<file path="src/hdl/searchable_stack_store_core_macros.svh">
// ---------------------------------------------------------------------------
// Assertion macros for the searchable stack store.
// ---------------------------------------------------------------------------
`ifndef SEARCHABLE_STACK_STORE_CORE_MACROS_SVH
`define SEARCHABLE_STACK_STORE_CORE_MACROS_SVH

// The consequent must hold in the same cycle as the antecedent.
`define SSS_ASSERT_SAME(label, clk, rst_n, ante, cons, msg) \
    label: assert property (@(posedge clk) disable iff (!rst_n) (ante) |-> (cons)) \
        else $error(msg);

// The consequent must hold in the cycle after the antecedent.
`define SSS_ASSERT_NEXT(label, clk, rst_n, ante, cons, msg) \
    label: assert property (@(posedge clk) disable iff (!rst_n) (ante) |=> (cons)) \
        else $error(msg);

`endif

</file>
<file path="src/hdl/sss_pkg.sv">
// ---------------------------------------------------------------------------
// sss_pkg
// Types and constants shared by the searchable stack store modules.
// ---------------------------------------------------------------------------
`default_nettype none

package sss_pkg;

    localparam int DEF_CAPACITY   = 16;
    localparam int DEF_VALUE_BITS = 32;
    localparam int REQ_VALUE_BITS = 32;
    localparam int HELD_BITS      = 5;

    typedef enum logic [1:0] {
        REQ_PUSH   = 2'd0,
        REQ_POP    = 2'd1,
        REQ_SEARCH = 2'd2,
        REQ_DELETE = 2'd3
    } req_t;

    typedef enum logic [1:0] {
        STAT_OK        = 2'd0,
        STAT_EMPTY     = 2'd1,
        STAT_NOT_FOUND = 2'd2,
        STAT_FULL      = 2'd3
    } status_t;

    typedef enum logic [1:0] {
        ST_IDLE,
        ST_POP,
        ST_SCAN,
        ST_SHIFT
    } state_t;

    typedef struct packed {
        logic we;
        logic re;
    } mem_ctl_t;

endpackage

`default_nettype wire

</file>
<file path="src/hdl/sss_mem.sv">
// ---------------------------------------------------------------------------
// sss_mem
// Entry storage: one write port and one read port with registered read data.
// ---------------------------------------------------------------------------
`default_nettype none

module sss_mem #(
    parameter int DEPTH = sss_pkg::DEF_CAPACITY,
    parameter int WIDTH = sss_pkg::DEF_VALUE_BITS
) (
    input  wire logic                         clk,
    input  wire sss_pkg::mem_ctl_t            ctl,
    input  wire logic [$clog2(DEPTH)-1:0]     waddr,
    input  wire logic [$clog2(DEPTH)-1:0]     raddr,
    input  wire logic signed [WIDTH-1:0]      wdata,
    output logic signed [WIDTH-1:0]           rdata
);

    logic signed [WIDTH-1:0] mem [DEPTH];

    always_ff @(posedge clk)
    begin
        if (ctl.we)
        begin
            mem[waddr] <= wdata;
        end
    end

    always_ff @(posedge clk)
    begin
        if (ctl.re)
        begin
            rdata <= mem[raddr];
        end
    end

endmodule

`default_nettype wire

</file>
<file path="src/hdl/searchable_stack_store_core.sv">
// ---------------------------------------------------------------------------
// searchable_stack_store_core
// Bounded LIFO store of signed values with search and delete by value.
// ---------------------------------------------------------------------------
// A request (req_type, req_value) is taken when start is high and busy is
// low. Push puts req_value on top, pop removes the top entry, search looks
// for req_value, and delete removes the topmost matching entry and moves the
// entries above it down by one place. Each transaction produces exactly one
// result: done is high for one cycle with status, found, out_value and
// held_count valid, and the receiver must take it in that cycle; there is no
// way to hold a result back.
// The single read port of the entry memory paces the longer requests: search
// compares one entry per cycle walking down from the top, and delete moves
// one entry per cycle. busy is high from the accepting edge until the done
// cycle for pop, search or delete on a non-empty store; a push, or a request
// on an empty store, never raises busy. A new request may be started in the
// done cycle itself.
// Reset empties the store at once; entry contents are not cleared and are
// never read before being written.
// ---------------------------------------------------------------------------
`default_nettype none

`include "searchable_stack_store_core_macros.svh"

module searchable_stack_store_core #(
    parameter int CAPACITY   = sss_pkg::DEF_CAPACITY,
    parameter int VALUE_BITS = sss_pkg::DEF_VALUE_BITS
) (
    input  wire logic                                  clk,
    input  wire logic                                  rst_n,
    input  wire logic                                  start,
    output logic                                       busy,
    input  wire logic [1:0]                            req_type,
    input  wire logic signed [sss_pkg::REQ_VALUE_BITS-1:0] req_value,
    output logic                                       done,
    output logic [1:0]                                 status,
    output logic                                       found,
    output logic signed [sss_pkg::REQ_VALUE_BITS-1:0]  out_value,
    output logic [sss_pkg::HELD_BITS-1:0]              held_count
);

    localparam int AW = $clog2(CAPACITY);
    localparam int CW = $clog2(CAPACITY + 1);
    localparam int RW = sss_pkg::REQ_VALUE_BITS;

    sss_pkg::state_t  state_reg, state_next;
    sss_pkg::req_t    kind_reg, kind_next;
    sss_pkg::status_t status_reg, status_next;

    logic signed [VALUE_BITS-1:0] key_reg, key_next;
    logic [CW-1:0]                fill_reg, fill_next;
    logic [AW-1:0]                rd_ptr_reg, rd_ptr_next;
    logic [AW-1:0]                cmp_ptr_reg, cmp_ptr_next;
    logic                         cmp_vld_reg, cmp_vld_next;
    logic [CW-1:0]                src_reg, src_next;
    logic [AW-1:0]                wr_addr_reg, wr_addr_next;
    logic                         wr_pend_reg, wr_pend_next;
    logic                         done_reg, done_next;
    logic                         found_reg, found_next;
    logic signed [RW-1:0]         out_value_reg, out_value_next;

    sss_pkg::mem_ctl_t            mem_ctl;
    logic [AW-1:0]                mem_waddr;
    logic [AW-1:0]                mem_raddr;
    logic signed [VALUE_BITS-1:0] mem_wdata;
    logic signed [VALUE_BITS-1:0] rd_data;

    logic signed [VALUE_BITS-1:0] key_in;
    logic [AW-1:0]                top_idx;
    logic                         empty;
    logic                         full;
    logic                         hit;

    sss_mem #(
        .DEPTH (CAPACITY),
        .WIDTH (VALUE_BITS)
    ) u_mem (
        .clk   (clk),
        .ctl   (mem_ctl),
        .waddr (mem_waddr),
        .raddr (mem_raddr),
        .wdata (mem_wdata),
        .rdata (rd_data)
    );

    assign key_in  = VALUE_BITS'(req_value);
    assign top_idx = AW'(fill_reg - CW'(1));
    assign empty   = (fill_reg == '0);
    assign full    = (fill_reg == CW'(CAPACITY));
    // The single compare unit: registered read data against the search key.
    assign hit     = cmp_vld_reg && (rd_data == key_reg);

    always_ff @(posedge clk or negedge rst_n)
    begin
        if (!rst_n)
        begin
            state_reg   <= sss_pkg::ST_IDLE;
            fill_reg    <= '0;
            cmp_vld_reg <= 1'b0;
            wr_pend_reg <= 1'b0;
            done_reg    <= 1'b0;
        end
        else
        begin
            state_reg   <= state_next;
            fill_reg    <= fill_next;
            cmp_vld_reg <= cmp_vld_next;
            wr_pend_reg <= wr_pend_next;
            done_reg    <= done_next;
        end
    end

    always_ff @(posedge clk)
    begin
        kind_reg      <= kind_next;
        key_reg       <= key_next;
        rd_ptr_reg    <= rd_ptr_next;
        cmp_ptr_reg   <= cmp_ptr_next;
        src_reg       <= src_next;
        wr_addr_reg   <= wr_addr_next;
        status_reg    <= status_next;
        found_reg     <= found_next;
        out_value_reg <= out_value_next;
    end

    always_comb
    begin
        state_next     = state_reg;
        kind_next      = kind_reg;
        key_next       = key_reg;
        fill_next      = fill_reg;
        rd_ptr_next    = rd_ptr_reg;
        cmp_ptr_next   = cmp_ptr_reg;
        cmp_vld_next   = cmp_vld_reg;
        src_next       = src_reg;
        wr_addr_next   = wr_addr_reg;
        wr_pend_next   = wr_pend_reg;
        done_next      = 1'b0;
        status_next    = status_reg;
        found_next     = found_reg;
        out_value_next = out_value_reg;
        mem_ctl        = '0;
        mem_waddr      = wr_addr_reg;
        mem_raddr      = rd_ptr_reg;
        mem_wdata      = rd_data;

        unique case (state_reg)
            sss_pkg::ST_IDLE:
            begin
                if (start)
                begin
                    kind_next      = sss_pkg::req_t'(req_type);
                    key_next       = key_in;
                    found_next     = 1'b0;
                    out_value_next = '0;
                    status_next    = sss_pkg::STAT_OK;
                    unique case (sss_pkg::req_t'(req_type)) inside
                        sss_pkg::REQ_PUSH:
                        begin
                            done_next = 1'b1;
                            if (full)
                            begin
                                status_next = sss_pkg::STAT_FULL;
                            end
                            else
                            begin
                                mem_ctl.we = 1'b1;
                                mem_waddr  = AW'(fill_reg);
                                mem_wdata  = key_in;
                                fill_next  = fill_reg + CW'(1);
                            end
                        end
                        sss_pkg::REQ_POP:
                        begin
                            if (empty)
                            begin
                                done_next   = 1'b1;
                                status_next = sss_pkg::STAT_EMPTY;
                            end
                            else
                            begin
                                mem_ctl.re = 1'b1;
                                mem_raddr  = top_idx;
                                state_next = sss_pkg::ST_POP;
                            end
                        end
                        sss_pkg::REQ_SEARCH, sss_pkg::REQ_DELETE:
                        begin
                            if (empty)
                            begin
                                done_next = 1'b1;
                                if (sss_pkg::req_t'(req_type) == sss_pkg::REQ_SEARCH)
                                begin
                                    status_next = sss_pkg::STAT_NOT_FOUND;
                                end
                                else
                                begin
                                    status_next = sss_pkg::STAT_EMPTY;
                                end
                            end
                            else
                            begin
                                rd_ptr_next  = top_idx;
                                cmp_vld_next = 1'b0;
                                state_next   = sss_pkg::ST_SCAN;
                            end
                        end
                        default:
                        begin
                            done_next = 1'b0;
                        end
                    endcase
                end
            end

            sss_pkg::ST_POP:
            begin
                done_next      = 1'b1;
                out_value_next = RW'(rd_data);
                fill_next      = fill_reg - CW'(1);
                state_next     = sss_pkg::ST_IDLE;
            end

            sss_pkg::ST_SCAN:
            begin
                // Reads run one entry ahead of the compare, walking down.
                if (hit)
                begin
                    cmp_vld_next = 1'b0;
                    found_next   = 1'b1;
                    if (kind_reg == sss_pkg::REQ_SEARCH)
                    begin
                        done_next  = 1'b1;
                        state_next = sss_pkg::ST_IDLE;
                    end
                    else
                    begin
                        out_value_next = RW'(rd_data);
                        src_next       = CW'(cmp_ptr_reg) + CW'(1);
                        wr_pend_next   = 1'b0;
                        state_next     = sss_pkg::ST_SHIFT;
                    end
                end
                else if (cmp_vld_reg && (cmp_ptr_reg == '0))
                begin
                    cmp_vld_next = 1'b0;
                    done_next    = 1'b1;
                    status_next  = sss_pkg::STAT_NOT_FOUND;
                    state_next   = sss_pkg::ST_IDLE;
                end
                else
                begin
                    mem_ctl.re   = 1'b1;
                    mem_raddr    = rd_ptr_reg;
                    cmp_ptr_next = rd_ptr_reg;
                    cmp_vld_next = 1'b1;
                    if (rd_ptr_reg != '0)
                    begin
                        rd_ptr_next = rd_ptr_reg - AW'(1);
                    end
                end
            end

            sss_pkg::ST_SHIFT:
            begin
                // Each entry above the deleted one is read, then written one
                // place lower in the following cycle.
                mem_ctl.we = wr_pend_reg;
                mem_waddr  = wr_addr_reg;
                mem_wdata  = rd_data;
                if (src_reg < fill_reg)
                begin
                    mem_ctl.re   = 1'b1;
                    mem_raddr    = AW'(src_reg);
                    wr_addr_next = AW'(src_reg - CW'(1));
                    wr_pend_next = 1'b1;
                    src_next     = src_reg + CW'(1);
                end
                else
                begin
                    wr_pend_next = 1'b0;
                    done_next    = 1'b1;
                    fill_next    = fill_reg - CW'(1);
                    state_next   = sss_pkg::ST_IDLE;
                end
            end

            default:
            begin
                state_next = sss_pkg::ST_IDLE;
            end
        endcase
    end

    assign busy       = (state_reg != sss_pkg::ST_IDLE);
    assign done       = done_reg;
    assign status     = status_reg;
    assign found      = found_reg;
    assign out_value  = out_value_reg;
    assign held_count = sss_pkg::HELD_BITS'(fill_reg);

    `SSS_ASSERT_SAME(a_fill_bound, clk, rst_n, 1'b1, fill_reg <= CW'(CAPACITY),
                     "fill count above capacity")
    `SSS_ASSERT_NEXT(a_start_progress, clk, rst_n, start && !busy, busy || done,
                     "accepted request neither busy nor done")
    `SSS_ASSERT_SAME(a_fill_on_done, clk, rst_n, fill_reg != $past(fill_reg), done,
                     "fill count changed without a result")
    `SSS_ASSERT_SAME(a_found_ok, clk, rst_n, done && found, status_reg == sss_pkg::STAT_OK,
                     "match reported with failing status")
    `SSS_ASSERT_SAME(a_write_when_working, clk, rst_n, mem_ctl.we, busy || start,
                     "entry write while idle")

endmodule

`default_nettype wire
</file>
<file path="config.mk">
export PLATFORM = sky130hd
export DESIGN_NAME = searchable_stack_store_core
export DESIGN_NICKNAME = d
export VERILOG_FILES = /design/src/hdl/sss_pkg.sv /design/src/hdl/sss_mem.sv /design/src/hdl/searchable_stack_store_core.sv
export VERILOG_INCLUDE_DIRS = /design/src /design/src/hdl
export SDC_FILE = /design/constraint.sdc
export NUM_CORES = 1
export LEC_CHECK = 0
export BUFFER_PORTS_ARGS = -buffer_cell sky130_fd_sc_hd__buf_2
export CELL_PAD_IN_SITES_DETAIL_PLACEMENT = 1
export CELL_PAD_IN_SITES_GLOBAL_PLACEMENT = 2
export CORE_ASPECT_RATIO = 0.9
export CORE_MARGIN = 4
export CORE_UTILIZATION = 47
export CTS_CLUSTER_SIZE = 8
export DETAILED_ROUTE_END_ITERATION = 8
export PLACE_DENSITY = 0.88
export SLEW_MARGIN = 10
export SYNTH_ARGS = -nofsm -noshare
export SYNTH_HDL_FRONTEND = slang
export SYNTH_SLANG_ARGS = --single-unit
</file>
<file path="constraint.sdc">
create_clock -name clk -period 16.1 [get_ports clk]
set_clock_uncertainty 0.15 [all_clocks]
set_input_delay 0.805 -clock clk [delete_from_list [all_inputs] [get_ports clk]]
set_output_delay 0.805 -clock clk [all_outputs]
set_load 0.005 [all_outputs]
</file>
* Yosys cells after proc, flatten, opt, wreduce, memory -nomap -nowiden
Memory sizes are Yosys's and may differ from the RTL's. A register that Yosys moved wholly into a read port is not among the register bits. Cells that the tools add are included.
Cells by class: add/subtract/negate cells 6, magnitude comparators 1, equality and inequality tests 26, mux-type cells 80, bitwise operators 2, reductions and logical operators 26
Operators by type and width (count):
- two-way mux 32 bit | 7
- one-hot mux 32 bit (3 select lines) | 1
- two-way mux 4 bit | 13
- two-way mux 5 bit | 7
- == test 32 bit | 1
- two-way mux 2 bit | 14
- inequality test 2 bit, second input constant | 12
- two-way mux 1 bit | 23
- one-hot mux 4 bit (2 select lines) | 2
- AND reduction 4 bit | 4
- one-hot mux 5 bit (3 select lines) | 1
- AND reduction 6 bit | 2
- adder 5 x 1 -> 5 bit, second input constant | 2
- == test 2 bit, second input constant | 5
- one-hot mux 1 bit (2 select lines) | 5
- one-hot mux 5 bit (2 select lines) | 1
- inequality test 3 bit, second input constant | 3
- AND reduction 3 bit | 3
- one-hot mux 2 bit (2 select lines) | 2
- one-hot mux 2 bit (4 select lines) | 1
- subtractor 4 x 1 -> 4 bit, second input constant | 2
- one-hot mux 2 bit (3 select lines) | 1
- nonzero test 2 bit | 3
- nonzero test 3 bit | 2
- other kinds (19) | 24
Storage, ports and cells: register bits 96, RAM bits 512, input bits 37, output and inout bits 42, word-level logic and storage cells 156, memories kept 1
Memory list:
- u_mem.mem | depth 16, width 32, read ports 1, clocked after Yosys merged registers in 1, write ports 1, RTL line sss_mem.sv:19 | logic signed [WIDTH-1:0] mem [DEPTH];

* Depth between registers and ports, before layout
word-level depth 7, mapped depth 14, gate-level depth less buffers 10

* Hierarchy
A second synthesis with hierarchy kept.
Unflattened totals: cell total of the unflattened synthesis 1238, area total of the unflattened synthesis 25235.5 µm²
Modules (own cells, without submodules):
- sss_mem | instances 1, cells an instance 838, area each 20155.6 µm², seq. area each 16335.7 µm²
- searchable_stack_store_core | instances 1, cells an instance 400, area each 5079.9 µm², seq. area each 2832.7 µm²

* Worst setup path after synthesis
No wires, ideal clock.
kind input to register, start point in start, end point mem u_mem.mem[13][0] in the netlist's numbering, enable pin, library setup time 502 ps, data arrival time 5851 ps, data required time 15448 ps, path slack 9597 ps, stages on the path 6, path buffers 2, path through and2_1 > and2_1 > clkbuf_1 > buf_1 > a31oi_1 > nor4_1
Between the ends: cells in the longest elaborated chain, start to end 4, elaborated cells on any way between the ends 6, those cells by class 6 x mux
Ends and longest elaborated chain:
- start, declared | RTL line searchable_stack_store_core.sv:31 | input wire logic start,
- two-way mux 2 bit | RTL line searchable_stack_store_core.sv:150 | if (start)
- one-hot mux 1 bit (2 select lines) | RTL line searchable_stack_store_core.sv:147 | unique case (state_reg)
- two-way mux 1 bit | RTL line sss_mem.sv:23 | if (ctl.we)
- two-way mux 1 bit (not written as such) | RTL line sss_mem.sv:25 | mem[waddr] <= wdata;
- end, declared | RTL line sss_mem.sv:19
Parallel ways exist; a longest one is shown, timed or not.

* Final worst setup path
start point reg fill_reg[0], in the netlist held_count[0], end point reg u_mem.rdata[29], read port of u_mem.mem (data pin)
Between the ends: cells in the longest elaborated chain, start to end 5, elaborated cells on any way between the ends 13, those cells by class 1 x add/sub; 1 x order compare; 10 x mux; 1 x reduce/logical
Ends and longest elaborated chain:
- start, declared | RTL line searchable_stack_store_core.sv:51 | logic [CW-1:0] fill_reg, fill_next;
- start signal, assigned | RTL line searchable_stack_store_core.sv:106 | fill_reg <= fill_next;
- subtractor 5 x 1 -> 5 bit / logical NOT 5 bit (equally long branches)
- two-way mux 4 bit / two-way mux 1 bit (equally long branches)
- two-way mux 4 bit / two-way mux 1 bit (equally long branches) | RTL line searchable_stack_store_core.sv:157 | unique case (sss_pkg::req_t'(req_type)) inside
- two-way mux 4 bit / two-way mux 2 bit (equally long branches) | RTL line searchable_stack_store_core.sv:150
- one-hot mux 4 bit (2 select lines) / one-hot mux 1 bit (3 select lines) (equally long branches) | RTL line searchable_stack_store_core.sv:147
- end, declared | RTL line sss_mem.sv:16 | output logic signed [WIDTH-1:0] rdata
Parallel ways exist; a longest one is shown, timed or not. A chain may end at the register's enable or synchronous reset.

==> reports/summary.txt <==
Slew HR = 13.84%
Post-layout nets = 2152
Boundary Pins = 79
num rows = 81
clock buffer count from CTS = 90
Via density = 6.023
fmax = 197.4 MHz
iteration-0 DRC count of the detailed router = 1624
final setup TNS = 0 ps
Synth-to-Final Area Change = 13.72%
Cells after Synth = 2019
mapped cell area = 0.02620 mm²
Max-cap violations = 0
vias in the first global route = 18080
DR DRC count = 0
Syn Nets = 2072
post-CTS sizing = 0
LEAKAGE = 10.46 nW
CP startpoint kind = flop
drt wl/cell = 26.66 µm
clk_lat worst skew = 630 ps
Crit Path Category = reg2reg
max incr delay on CP = 1060 ps
Clk pin slew, worst setup/hold paths = 50 ps
fin crit share = 31.46%
width of the die = 256.9 µm
Core Footprint = 0.05473 mm²
number of iterations in the first detailed-routing pass = 6
CTS Root Cell = clkbuf_16
port bufs = 78
Starting Density = 47.88%
register area share after synthesis = 73.15%
H-tree depth = 3
Cell Pwr Density = 232.3 mW/mm²
cell family with most CP delay = compound AO/OA/AOI/OAI gates
CTS tree = done
Synth Area per Inst = 12.98 µm²
initial antenna violation count = 4
WP data arrival = 5390 ps
Die Area = 0.05960 mm²
endpoints failing setup = 0
CP dominant cell by count = nand3_1
Final Wtd Congestion = 0.8244
Yosys cell types = 56
Synth async-reset ratio = 1.563%
clock buffer depth = 3
CP required = 16420 ps
cell area after layout = 0.02980 mm²
crit-path max FO = 96
Post-synth EDFFs = 630
Hold WC Path Type = in2reg
Post-DP HPWL = 42.38 mm
CP bufs+invs = 2
share of cells above drive strength 1 = 12.87%
Synth warnings = 0
outcome = complete, no violations
Worst-Margin Slew = 1292 ps
total number of vias = 16970
GRT Util Overall = 25.10%
Critical Path End Type = flop
Fin. Hold Viols = 0
Tmin final = 5065 ps
total wire length = 75.13 mm
#FFs+latches synth = 640
area of placed instances = 0.02731 mm²
RSZ-0062 raised after global routing = no
Max VDD drop = 0.0003046 V
top_reg_cell synth = edfxtp_1
CTS Hold Bufs = 1
n_diodes = 0
crit-path cells = inv_1, ha_1, or4b_1, a31oi_1, o21ai_0, o2111a_4, buf_4, nand2_1, nand3_1, nand3_1, nand4_1
final slew viol count = 0
setup repair bufs after CTS = 0
Sink Count = 640
ANT nets after route = 0
largest net degree at the start of global routing = 257
die height = 232 µm
Max stage delay cell, worst path = o2111a_4
register name with the most flops = u_mem.mem
Filler cells = 5366
first-pass GRT wire length = 113.1 mm
total gr overflow = 0
max FFs per register = 512
==> cell type report <==
class                           instances  area [µm²]  share of cell area, %
Tap cell                              705       882.1                  2.960
Clock inverter                          8       77.57                 0.2603
Inverter                               19       71.32                 0.2393
Sequential cell                       640       19170                  64.33
Timing Repair Buffer                  108       753.2                  2.528
Clock buffer                           98        2325                  7.801
Multi-Input combinational cell       1240        6521                  21.88
==> worst paths after layout <==
kind                       slack (ps)                        end  depth (start not counted)                 startpoint
setup reg to reg                11030  u_mem.rdata[29]$_DFFE_PP_                         11  held_count[0]$_DFFE_PN0P_
setup / recovery                11030  u_mem.rdata[29]$_DFFE_PP_                         11  held_count[0]$_DFFE_PN0P_
max in group asynchronous       15130  held_count[4]$_DFFE_PN0P_                          2                      rst_n
min in group asynchronous         440   state_reg[1]$_DFFE_PN0P_                          2                      rst_n
hold reg to reg                   440    wr_pend_reg$_DFFE_PN0P_                          1    wr_pend_reg$_DFFE_PN0P_
hold / removal                    230      key_reg[27]$_DFFE_PP_                          1              req_value[27]
==> metrics by stage <==
stage	util [%]	setup WS (ps)	instances	power, mW	hold WS (ps)
2_1_floorplan	-	9597	2019	4.304	274.4
3_3_place_gp	49.71	11210	2703	5.115	380.0
3_5_place_dp	49.90	11080	2708	5.255	412.6
4_1_cts	54.31	11060	2815	6.955	196.4
5_1_grt	54.45	10730	2818	7.334	201.7
6_report	54.45	11030	2818	6.923	229.3
==> report_power, final <==
group          internal [mW]  switching, mW
clock network           1.01          0.663
registers               2.32          0.126
logic                  0.762           2.04
==> synth_stat cells, types with 11 or more instances <==
cell      number  area, µm²
nand2_1      534       2004
ha_1          16      200.2
mux2_2        33      371.6
inv_1         18      67.56
buf_2         82      410.4
a21oi_1       16      80.08
nor2_1        33      123.9
o21ai_0       11      55.05
and2_1        35      219.0
edfxtp_1     630      18920
nor4_1        13      81.33
nand3_1      391       1957
xor2_1        37      324.1
nand4_1       37      231.5
clkbuf_1      17      63.81
buf_4         16      120.1
==> metal layers <==
layer	up-vias	part of all wire, %	track usage [%]
met3	153	6.7	5.408
met2	598	49	42.24
met1	8784	41	33.15
met4	6	2.7	7.670
met5	-	0.047	0
li1	7433	-	-
==> kinds of logic (layout without fill, tap and decap cells) <==
logic type / count (synthesis) / after routing / synth area share [%]
xor gates and xnor gates: 46 / 46 / 1.538
buffers and inverters: 139 / 233 / 2.641
AOI/OAI and AO/OA: 61 / 61 / 1.595
and+or+nand+nor: 1076 / 1076 / 18.57
adders and majority gates: 16 / 16 / 0.7640
DFF: 640 / 640 / 73.15
muxes: 41 / 41 / 1.743
==> placed cells by master (no fill, tap or decap), types with 10 or more instances in the layout <==
cell type,netlist,final
edfxtp_1,630,630
nand2_1,534,534
nand3_1,391,391
clkbuf_16,0,92
buf_2,82,78
xor2_1,37,37
nand4_1,37,37
mux2_2,33,33
and2_1,35,33
buf_4,16,20
nor2_1,33,19
inv_1,18,18
nor2_4,1,17
a21oi_1,16,16
ha_1,16,15
o21ai_0,11,11
dfrtp_1,10,10
(Power assumes the default switching activity.)
